`src/sv/assert_macros.svh`:
```
// Assertion helpers for the RTL, included by rigid_point_kinematics.sv.
`ifndef ASSERT_MACROS_SVH
`define ASSERT_MACROS_SVH

// Same-cycle implication, checked outside of reset.
`define ASSERT_IMPL(label, clk, rst_n, ante, cons, msg) \
  label: assert property (@(posedge clk) disable iff (!(rst_n)) (ante) |-> (cons)) \
    else $error(msg);

// Next-cycle implication, checked outside of reset.
`define ASSERT_NEXT(label, clk, rst_n, ante, cons, msg) \
  label: assert property (@(posedge clk) disable iff (!(rst_n)) (ante) |=> (cons)) \
    else $error(msg);

`endif

```
`src/sv/rpk_pkg.sv`:
```
`timescale 1ns / 1ps
`default_nettype none

package rpk_pkg;

  // One vector component or rotation entry.
  localparam int LaneW = 16;
  localparam int VecW = 3 * LaneW;

  // Fraction bits dropped after R*p (Q2.14 times Q8.8) and after a cross product.
  localparam int RotFrac = 14;
  localparam int CrossFrac = 8;

  // Exact sum of three 16x16 products, and the rounded offset r.
  localparam int DotSumW = 2 * LaneW + 2;
  localparam int RW = DotSumW - RotFrac;

  // Rounded cross product widths: w x r (and alpha x r), then w x (w x r).
  localparam int Cross1W = RW + LaneW + 1 - CrossFrac;
  localparam int Cross2W = Cross1W + LaneW + 1 - CrossFrac;

  // Common width of the final sums before saturation.
  localparam int SatW = Cross2W + 2;

  // Configuration register indexes.
  localparam int CfgAddrW = 3;
  localparam logic [CfgAddrW-1:0] REG_POINT_X = 3'd0;
  localparam logic [CfgAddrW-1:0] REG_POINT_Y = 3'd1;
  localparam logic [CfgAddrW-1:0] REG_POINT_Z = 3'd2;
  localparam logic [CfgAddrW-1:0] REG_GOAL_X  = 3'd3;
  localparam logic [CfgAddrW-1:0] REG_GOAL_Y  = 3'd4;
  localparam logic [CfgAddrW-1:0] REG_GOAL_Z  = 3'd5;

  // Clamp a wide signed value to one signed 16-bit component.
  function automatic logic [LaneW-1:0] sat_lane(input logic signed [SatW-1:0] x);
    logic signed [SatW-1:0] hi;
    logic signed [SatW-1:0] lo;
    hi = SatW'(32767);
    lo = -hi - SatW'(1);
    if (x > hi) begin
      sat_lane = hi[LaneW-1:0];
    end else if (x < lo) begin
      sat_lane = lo[LaneW-1:0];
    end else begin
      sat_lane = x[LaneW-1:0];
    end
  endfunction

endpackage

`default_nettype wire

```
`src/sv/rpk_dot_lane.sv`:
```
`timescale 1ns / 1ps
`default_nettype none

// One row of R times the body point, rounded to Q.8. Two register stages.
module rpk_dot_lane import rpk_pkg::*; (
  input  wire logic                     clk_i,
  input  wire logic                     en_i,
  input  wire logic [VecW-1:0]          row_i,
  input  wire logic signed [LaneW-1:0]  p_i [3],
  output logic signed [RW-1:0]          r_o
);

  localparam logic signed [DotSumW-1:0] HalfLsb = DotSumW'(1) <<< (RotFrac - 1);

  logic signed [2*LaneW-1:0]  prod_q [3];
  logic signed [DotSumW-1:0]  sum_d;
  logic signed [RW-1:0]       r_q;

  always_ff @(posedge clk_i) begin
    if (en_i) begin
      for (int k = 0; k < 3; k++) begin
        prod_q[k] <= $signed(row_i[k*LaneW +: LaneW]) * p_i[k];
      end
    end
  end

  assign sum_d = DotSumW'(prod_q[0]) + DotSumW'(prod_q[1]) + DotSumW'(prod_q[2]) + HalfLsb;

  always_ff @(posedge clk_i) begin
    if (en_i) begin
      r_q <= sum_d[DotSumW-1:RotFrac];
    end
  end

  assign r_o = r_q;

endmodule

`default_nettype wire

```
`config.mk`:
```
export PLATFORM = sky130hd
export DESIGN_NAME = rpk_dot_lane
export DESIGN_NICKNAME = d
export VERILOG_FILES = /design/src/sv/assert_macros.svh /design/src/sv/rpk_pkg.sv /design/src/sv/rpk_dot_lane.sv
export SDC_FILE = /design/constraint.sdc
export NUM_CORES = 2
export LEC_CHECK = 0
export BUFFER_PORTS_ARGS = -buffer_cell sky130_fd_sc_hd__buf_4
export CORE_MARGIN = 2
export CORE_UTILIZATION = 50
export DETAILED_ROUTE_END_ITERATION = 8
export PLACE_DENSITY = 0.78
export SYNTH_ARGS = -nofsm -noshare
export SYNTH_HDL_FRONTEND = slang
export SYNTH_SLANG_ARGS = --single-unit
```
`constraint.sdc`:
```
create_clock -name clk_i -period 6.8 [get_ports clk_i]
set_clock_uncertainty 0.05 [all_clocks]
set_input_delay 1.36 -clock clk_i [delete_from_list [all_inputs] [get_ports clk_i]]
set_output_delay 1.36 -clock clk_i [all_outputs]
set_load 0.02 [all_outputs]
```
==> run_results.csv <==
group,metric,value,unit
cells_and_area,fill_cells,5645,
setup_path,start_kind,"input port",
clock_tree,htree_levels,4,
synth,ys_seq_elements,116,
synth,ys_seq_area_share,9.92,%
placed_design,placed_area,39700,um^2
clock_tree,numCtsBuffers,17,
clock_tree,hold_buffers,0,
drt,vias,25400,
die,core-area,69800,um^2
drt,avgViaCountPerCell,5.14,
sta,setup_viol_count_final,0,
hold_path,min-delay-path-class,"flip-flop to flip-flop",
die,die_y,269,um
sta,timing.fmax,149,MHz
global_route,grt_max_degree,65,
sta,tightest_slew,0.808,ns
status,status,"completed",
placed_design,gp_congestion,0.937,
die,start_util,50.3,%
sta,max-slew-margin-rel,46.1,%
setup_path,reg2reg_from,"prod_q[0][6]",
setup_path,setup.worst_path.class,"input port to flip-flop",
clock_tree,clockBufferDepth,2,
die,num_rows,97,
cells_and_area,register_area,3480,um^2
synth,synth_area_leader_cell,"fa_1",
drt,routed_wirelength,78.7,mm
clock_tree,clock_sinks,116,
synth,synth_cell_type_count,73,
synth,synth_area,35100,um^2
placed_design,port_buffers,117,
global_route,overflow,0,
setup_path,arrival,6.83,ns
synth,synthesis.nets,4809,
die,chipWidth,269,um
clock_tree,clk_pin_slew,0.06,ns
cells_and_area,fin_nets,5208,
die,boundaryPins,118,
die,die-area,72300,um^2
sta,rsz0062_at_grt,"yes",
synth,synth_top_area_share,46.6,%
setup_path,crit_start,"row_i[8]",
clock_tree,cts_tree,"done",
synth,synth_warnings,0,
drt,dr.pass1.iters,5,
placed_design,place.detailed.hpwl,69.2,mm
sta,min_period_over_period,98.8,%
global_route,antenna_found_initial,0,
global_route,grt_pass1_vias,28100,
synth,synth_edf_count,116,
hold_path,worstHoldStart,"prod_q[0][93]",
clock_tree,cts-root-buf,"clkbuf_16",
cells_and_area,drive_gt1_share,15.1,%
synth,synth.most_common_cell,"inv_1",
global_route,track_usage,23.4,%
synth,syn_avg_cell_area,9.79,um^2
sta,fin_crit,6.72,ns
cells_and_area,multi_input_area,28400,um^2
sta,hold_viol_final,0,
synth,synth_flop_cell,"edfxtp_1",
setup_path,crit_path_end_kind,"flip-flop",
global_route,grt_pass1_wl,135,mm
cells_and_area,n_antenna_cell,0,
drt,drc,0,
synth,async_flop_share,0,%
setup_path,required,6.92,ns
synth,yosys-top-cells-area,"fa_1 47%, ha_1 11%, edfxtp_1 9.9%",
cells_and_area,area_delta_synth_final,15.9,%
cells_and_area,final_area,40700,um^2
sta,slew_viol_final,0,
drt,wl_per_cell,15.9,um
sta,setup_tns,0,ns
synth,synth_commonest_cells,"881 x inv_1, 817 x fa_1, 408 x nand2_1",
clock_tree,insertion_delay,0.43,ns
synth,syn_inst,3586,
drt,ant_nets,0,
setup_path,critPathMaxFanout,4,
drt,drt_iter0_drc,1523,
job,cap_viol_max_count,0,
layout by cell type, fill, tap and decap left out, types with 22 or more instances in the layout:
cell type	netlist	routed
o21ai_0	43	33
ha_1	308	294
nand2_1	408	405
nor3_1	25	22
inv_1	881	880
xor2_1	28	28
a21oi_1	91	82
nor2_1	86	86
edfxtp_1	116	116
and2_1	363	361
xnor2_1	89	89
a21o_1	25	25
nand2b_1	22	22
fa_1	817	801
buf_4	0	464
state kept, by name, summed over array words and instances (netlist names):
| register | flops |
|---|---|
| r_o | 20 |
| prod_q | 96 |
path summary, 6_finish.rpt:
path	slack, ns	depth (start not counted)	end
setup / recovery	0.08	21	prod_q[0][27]
hold / removal	1.02	4	r_o[15]
hold reg to reg	1.02	4	r_o[15]
setup reg to reg	2.82	11	r_o[14]
cells by family after synthesis:
group           Yosys count  synth area share [%]
mux                       2                0.0570
xor+xnor                117                  2.92
flops                   116                  9.92
buf+inv                 982                  10.5
simple gates            965                  13.7
compound gates          279                  5.38
fa+ha+maj              1125                  57.6
cell type report:
cell class / count / share of cell area [%]
Sequential cell: 116 / 8.56
Tap cell: 940 / 2.89
Clock inverter: 15 / 0.320
Timing Repair Buffer: 480 / 9.27
Multi-Input combinational cell: 2488 / 69.8
Clock buffer: 17 / 1.05
Inverter: 882 / 8.14
metrics by stage:
| stage | setup WS [ns] | cells | util [%] | hold WS [ns] |
|---|---|---|---|---|
| CTS | 0.0299 | 4933 | 57.7 | 1.01 |
| floorplan | -0.0402 | 3586 | - | 0.900 |
| finish | 0.0826 | 4938 | 58.3 | 1.02 |
| global route | -0.0702 | 4938 | 58.3 | 1.09 |
| global placement | -0.242 | 4901 | 56.9 | 0.980 |
| detailed placement | -0.406 | 4901 | 56.9 | 0.988 |
worst max-delay path, cell delays in order:
cell and delay [ns]:
buf_4 0.12, and2_1 0.16, fa_1 0.53, inv_1 0.05, fa_1 0.46, fa_1 0.52
inv_1 0.06, fa_1 0.51, fa_1 0.50, inv_1 0.05, fa_1 0.49, inv_1 0.07
ha_4 0.27, and4_4 0.22, a21boi_2 0.15, a41oi_1 0.07, a2111o_1 0.57, a211oi_4 0.35
buf_4 0.17, buf_4 0.09, nor3_1 0.05
routing by layer:
layer	GRT usage (%)	share of wire (%)	wire length [um]	vias to the layer above
met3	2.22	5.1	3980	153
met4	6.43	2.7	2140	0
met2	40.0	50	39500	716
met5	0	0	0	-
li1	-	-	-	11600
met1	32.1	42	33100	12900
what timing repair did:
item                                   in CTS  in global routing
gates resized for setup                     0                 70
setup endpoints to repair                   0                 20
endpoints found under the hold margin       0                  0
buffers inserted                            0                  5
Power is not shown: default switching activity piles up to over one toggle a cycle in this logic, so the estimate is an artifact.
