**src/sv/assert_macros.svh**
```systemverilog
// Assertion helpers for the RTL, included by rigid_point_kinematics.sv.
`ifndef ASSERT_MACROS_SVH
`define ASSERT_MACROS_SVH

// Same-cycle implication, checked outside of reset.
`define ASSERT_IMPL(label, clk, rst_n, ante, cons, msg) \
  label: assert property (@(posedge clk) disable iff (!(rst_n)) (ante) |-> (cons)) \
    else $error(msg);

// Next-cycle implication, checked outside of reset.
`define ASSERT_NEXT(label, clk, rst_n, ante, cons, msg) \
  label: assert property (@(posedge clk) disable iff (!(rst_n)) (ante) |=> (cons)) \
    else $error(msg);

`endif

```
**src/sv/rpk_pkg.sv**
```systemverilog
`timescale 1ns / 1ps
`default_nettype none

package rpk_pkg;

  // One vector component or rotation entry.
  localparam int LaneW = 16;
  localparam int VecW = 3 * LaneW;

  // Fraction bits dropped after R*p (Q2.14 times Q8.8) and after a cross product.
  localparam int RotFrac = 14;
  localparam int CrossFrac = 8;

  // Exact sum of three 16x16 products, and the rounded offset r.
  localparam int DotSumW = 2 * LaneW + 2;
  localparam int RW = DotSumW - RotFrac;

  // Rounded cross product widths: w x r (and alpha x r), then w x (w x r).
  localparam int Cross1W = RW + LaneW + 1 - CrossFrac;
  localparam int Cross2W = Cross1W + LaneW + 1 - CrossFrac;

  // Common width of the final sums before saturation.
  localparam int SatW = Cross2W + 2;

  // Configuration register indexes.
  localparam int CfgAddrW = 3;
  localparam logic [CfgAddrW-1:0] REG_POINT_X = 3'd0;
  localparam logic [CfgAddrW-1:0] REG_POINT_Y = 3'd1;
  localparam logic [CfgAddrW-1:0] REG_POINT_Z = 3'd2;
  localparam logic [CfgAddrW-1:0] REG_GOAL_X  = 3'd3;
  localparam logic [CfgAddrW-1:0] REG_GOAL_Y  = 3'd4;
  localparam logic [CfgAddrW-1:0] REG_GOAL_Z  = 3'd5;

  // Clamp a wide signed value to one signed 16-bit component.
  function automatic logic [LaneW-1:0] sat_lane(input logic signed [SatW-1:0] x);
    logic signed [SatW-1:0] hi;
    logic signed [SatW-1:0] lo;
    hi = SatW'(32767);
    lo = -hi - SatW'(1);
    if (x > hi) begin
      sat_lane = hi[LaneW-1:0];
    end else if (x < lo) begin
      sat_lane = lo[LaneW-1:0];
    end else begin
      sat_lane = x[LaneW-1:0];
    end
  endfunction

endpackage

`default_nettype wire

```
**src/sv/rpk_cross_lane.sv**
```systemverilog
`timescale 1ns / 1ps
`default_nettype none

// One component of u x b: ua*bb - ub*ba, rounded by CrossFrac bits.
// Two register stages: the products, then the rounded difference.
module rpk_cross_lane import rpk_pkg::*; #(
  parameter int BW = RW
) (
  input  wire logic                     clk_i,
  input  wire logic                     en_i,
  input  wire logic signed [LaneW-1:0]  ua_i,
  input  wire logic signed [LaneW-1:0]  ub_i,
  input  wire logic signed [BW-1:0]     ba_i,
  input  wire logic signed [BW-1:0]     bb_i,
  output logic signed [BW+LaneW-CrossFrac:0] c_o
);

  localparam int PW = LaneW + BW;
  localparam logic signed [PW:0] HalfLsb = (PW + 1)'(1) <<< (CrossFrac - 1);

  logic signed [PW-1:0] pa_q;
  logic signed [PW-1:0] pb_q;
  logic signed [PW:0]   diff_d;
  logic signed [BW+LaneW-CrossFrac:0] c_q;

  always_ff @(posedge clk_i) begin
    if (en_i) begin
      pa_q <= ua_i * bb_i;
      pb_q <= ub_i * ba_i;
    end
  end

  assign diff_d = (PW + 1)'(pa_q) - (PW + 1)'(pb_q) + HalfLsb;

  always_ff @(posedge clk_i) begin
    if (en_i) begin
      c_q <= diff_d[PW:CrossFrac];
    end
  end

  assign c_o = c_q;

endmodule

`default_nettype wire

```
**config.mk**
```make
export PLATFORM = sky130hd
export DESIGN_NAME = rpk_cross_lane
export DESIGN_NICKNAME = d
export VERILOG_FILES = /design/src/sv/assert_macros.svh /design/src/sv/rpk_pkg.sv /design/src/sv/rpk_cross_lane.sv
export SDC_FILE = /design/constraint.sdc
export NUM_CORES = 2
export LEC_CHECK = 0
export BUFFER_PORTS_ARGS = -buffer_cell sky130_fd_sc_hd__buf_2
export CORE_MARGIN = 2
export CORE_UTILIZATION = 31
export DETAILED_ROUTE_END_ITERATION = 10
export GPL_TIMING_DRIVEN = 0
export PLACE_DENSITY = 0.53
export SYNTH_ARGS = -nofsm -noshare
export SYNTH_HDL_FRONTEND = slang
export SYNTH_SLANG_ARGS = --single-unit
export TNS_END_PERCENT = 50
```
**constraint.sdc**
```tcl
create_clock -name clk_i -period 18.2 [get_ports clk_i]
set_clock_uncertainty 0.2 [all_clocks]
set_input_delay 0.91 -clock clk_i [delete_from_list [all_inputs] [get_ports clk_i]]
set_output_delay 0.91 -clock clk_i [all_outputs]
set_load 0.05 [all_outputs]
```
==> results.txt <==
Global routing used 16.00% of the available tracks. The pin count of the biggest net entering global routing is 52, and the number of global-route vias before repair is 21,298. The number of filler cells placed in the layout was 9,601; the post-route clock period utilization was 43.15%. Counting flops with a built-in enable in the synthesized netlist gives 101. Clock-pin slew was measured on the worst setup and hold paths at 70 ps. The floorplan has 111 rows.

The detail route stage leaves a number of antenna-violating nets equal to 0. The floorplan step defined a die boundary enclosing 94,290 um^2. CTS placed an instance of sky130_fd_sc_hd__clkbuf_16 at the clock tree root. Most common cell after layout, fill and taps aside: sky130_fd_sc_hd__inv_1.

Walking the worst path, the cells encountered are buf_2, clkbuf_1, nand2_1, fa_1, inv_1, fa_1, inv_1, fa_1, inv_1, fa_1, fa_1, inv_1, fa_1, inv_1, ha_1, and4_1, nand2_1, nor4_1, o21ai_0, a31oi_1, a21oi_1, o21ai_1, a21oi_1, xnor2_1. The library cells used most frequently in the layout, excluding fill and tap cells, are sky130_fd_sc_hd__inv_1 (720), sky130_fd_sc_hd__fa_1 (636), sky130_fd_sc_hd__nand2_1 (365), sky130_fd_sc_hd__and2_1 (288), sky130_fd_sc_hd__ha_1 (249). Prevailing post-synth register cell: sky130_fd_sc_hd__edfxtp_1. For the last weighted congestion value of the routability-driven placer, the log shows 0.8766. The tools report the cell area after placement as 30,350 um^2.

The first global-routing pass estimated 116,500 um of wire. The count of final max-slew check failures was 0; the final net count was 4,025. At the pin with the least slew margin, the transition time is 790.3 ps. The routed design could run at a clock period as short as 7853 ps.

The run gives 68 as the count of unique library cells instantiated by Yosys. After global routing the overflow that remains totals 0. On the worst path, the slowest cell contributes a delay of 630 ps. The endpoint arrival time on the critical path is 7760 ps.

STA classifies the critical path endpoint as a flop. Most frequent cell on the critical path: sky130_fd_sc_hd__fa_1. Post-CTS repair changed the size of 0 cells. In this run the tool buffered the top-level ports with 72 buffer cells. The vias after detailed routing is 19,755.

Adding up every negative setup slack in the final design gives 0 ps. The detail-routed net length per standard cell came out at 16.78 um. Based on the critical path, the design can be clocked at up to 127.3 MHz. The tools report the register area share after synthesis as 10.65%.

The startpoint of the lowest-slack hold path is pb_q[35]. After clock tree synthesis, the setup repair step added 0 buffers. The first routing iteration left 1,020 violations. The critical-path cell with the highest stage delay is sky130_fd_sc_hd__nor4_1. Summed over its instances, the top area cell type makes up 44.72% of the synthesized netlist area. The number of antenna violations at the first check in global routing was 4.

Of all nets on the critical path, the largest fanout is 10. In this design, the largest share of critical-path delay is due to adder cells. The biggest area consumer among synthesized cells is sky130_fd_sc_hd__fa_1. The register bit total from synthesis is 101, and the vertical die dimension is 307.1 um. After routing the design area is 30,660 um^2. For the synthesized netlist net count, the log shows 3,941. The fraction of synthesis flops using an asynchronous set or reset pin was 0%; the detailed-route vias per instance was 4.642.

The flow ran to the end, and the final reports show no timing, DRC or antenna violations. Buffers inserted to repair hold after CTS numbered 0. After technology mapping, the gate count stands at 2,982.

For this configuration, the core starts out at a cell density of 31.16%. Clock latency on the worst-skew pair, taken at its later pin, is 360 ps. The cell area after synthesis was 28,470 um^2.

Setup repair after global routing left no endpoint under its margin. A synthesized cell averages 9.548 um^2. In this run, CTS created clock tree buffers numbering 9.

TritonCTS built the clock tree. The count of endpoints failing hold in the final timing report is 0. The pre-antenna-repair detailed-routing pass consisted of 6 iterations. The synthesis warning total is 0. The worst hold path belongs to the class reg -> reg. The tools report the antenna diode count as 0. The start point of the critical path is bb_i[6]. Relative to the synthesized area, the layout overhead comes to 7.677%. In this run the deepest clock path goes through 2 buffers.

The critical path is of the in -> reg type. For the total of max-cap violations, the log shows 0. The tools report the origin of the critical flop-to-flop path as pa_q[4]. The post-route DRC violation count was 0. The wire-length estimate of the detail-placed layout is 62,090 um. The clock net in this run drives a total of 101 sinks. Cells with a size suffix above 1 make up 3.257% of the layout. Setup violations remaining at the end of the flow were counted as 0. For the worst setup path, the data required time is 18,110 ps.

STA classifies the critical path startpoint as an input port. I/O pin count: 103. The overall die width is 307.1 um. The run gives 3 as the total number of H-tree levels.

Measured against its own limit, the worst slew margin works out to 46.82%. Final hold analysis gives a worst-case slack of 530.5 ps. The core area came out at 91,390 um^2.

After detailed routing, the total wire length is 71,430 um. The critical path contains buffers and inverters numbering 7 combined. Ranked by total cell area, the synthesized netlist is headed by sky130_fd_sc_hd__fa_1 (45%), sky130_fd_sc_hd__ha_1 (11%), sky130_fd_sc_hd__edfxtp_1 (11%).
==> routing by layer <==
layer,share of wire (%),GRT usage (%),up-vias
met5,0.018,0,-
li1,-,-,9098
met1,43,21.22,10146
met3,4.5,1.909,92
met2,50,27.93,417
met4,2.5,3.619,2
==> cells in the mapped netlist (all sizes together) (14+ instances only) <==
library cell,number
a21o,29
a21oi,86
and2,288
clkbuf,99
edfxtp,101
fa,636
ha,249
inv,720
nand2,365
nand2b,15
nand3,14
nor2,78
nor3,15
o21ai,49
xnor2,74
xor2,24
==> metrics by stage <==
| stage | instances | util [%] | setup WS, ps |
|---|---|---|---|
| CTS | 4256 | 33.55 | 10440 |
| global placement | 4240 | 33.17 | 9994 |
| detailed placement | 4241 | 33.21 | 10080 |
| floorplan | 2982 | - | 11110 |
| global route | 4256 | 33.55 | 10000 |
| finish | 4256 | 33.55 | 10350 |
==> logic make-up after synthesis <==
group	Yosys count	synth area share, %
fa+ha+maj	885	55.66
simple gates	830	14.34
buf+inv	828	10.94
compound gates	239	5.357
flops	101	10.65
xor+xnor	98	3.015
mux	1	0.03516
==> sequential cells by signal, summed over array words and instances (netlist names) <==
name,flops
pa_q,36
pb_q,36
c_o,29
==> area by class of cell <==
| type | count | area (um^2) | share of cell area, % |
|---|---|---|---|
| Multi-Input combinational cell | 2053 | 22320 | 72.82 |
| Sequential cell | 101 | 3033 | 9.893 |
| Inverter | 722 | 2710 | 8.840 |
| Tap cell | 1186 | 1484 | 4.840 |
| Buffer | 106 | 405.4 | 1.322 |
| Timing Repair Buffer | 73 | 390.4 | 1.273 |
| Clock buffer | 9 | 225.2 | 0.7346 |
| Clock inverter | 6 | 86.33 | 0.2816 |
==> path summary, 6_finish.rpt <==
path,depth (start not counted),slack (ps),to
hold reg to reg,2,530,c_o[28]
setup reg to reg,11,14470,c_o[27]
setup / recovery,24,10350,pa_q[34]
hold / removal,2,530,c_o[28]
==> worst min-delay path: stages (launching register included) <==
cell and delay [ps]:
sky130_fd_sc_hd__edfxtp_1 340, sky130_fd_sc_hd__ha_1 150, sky130_fd_sc_hd__xor2_1 80
Power is left out: the tool's default activity adds up to more than one toggle a clock period on the data nets, which glitch-free logic cannot reach.
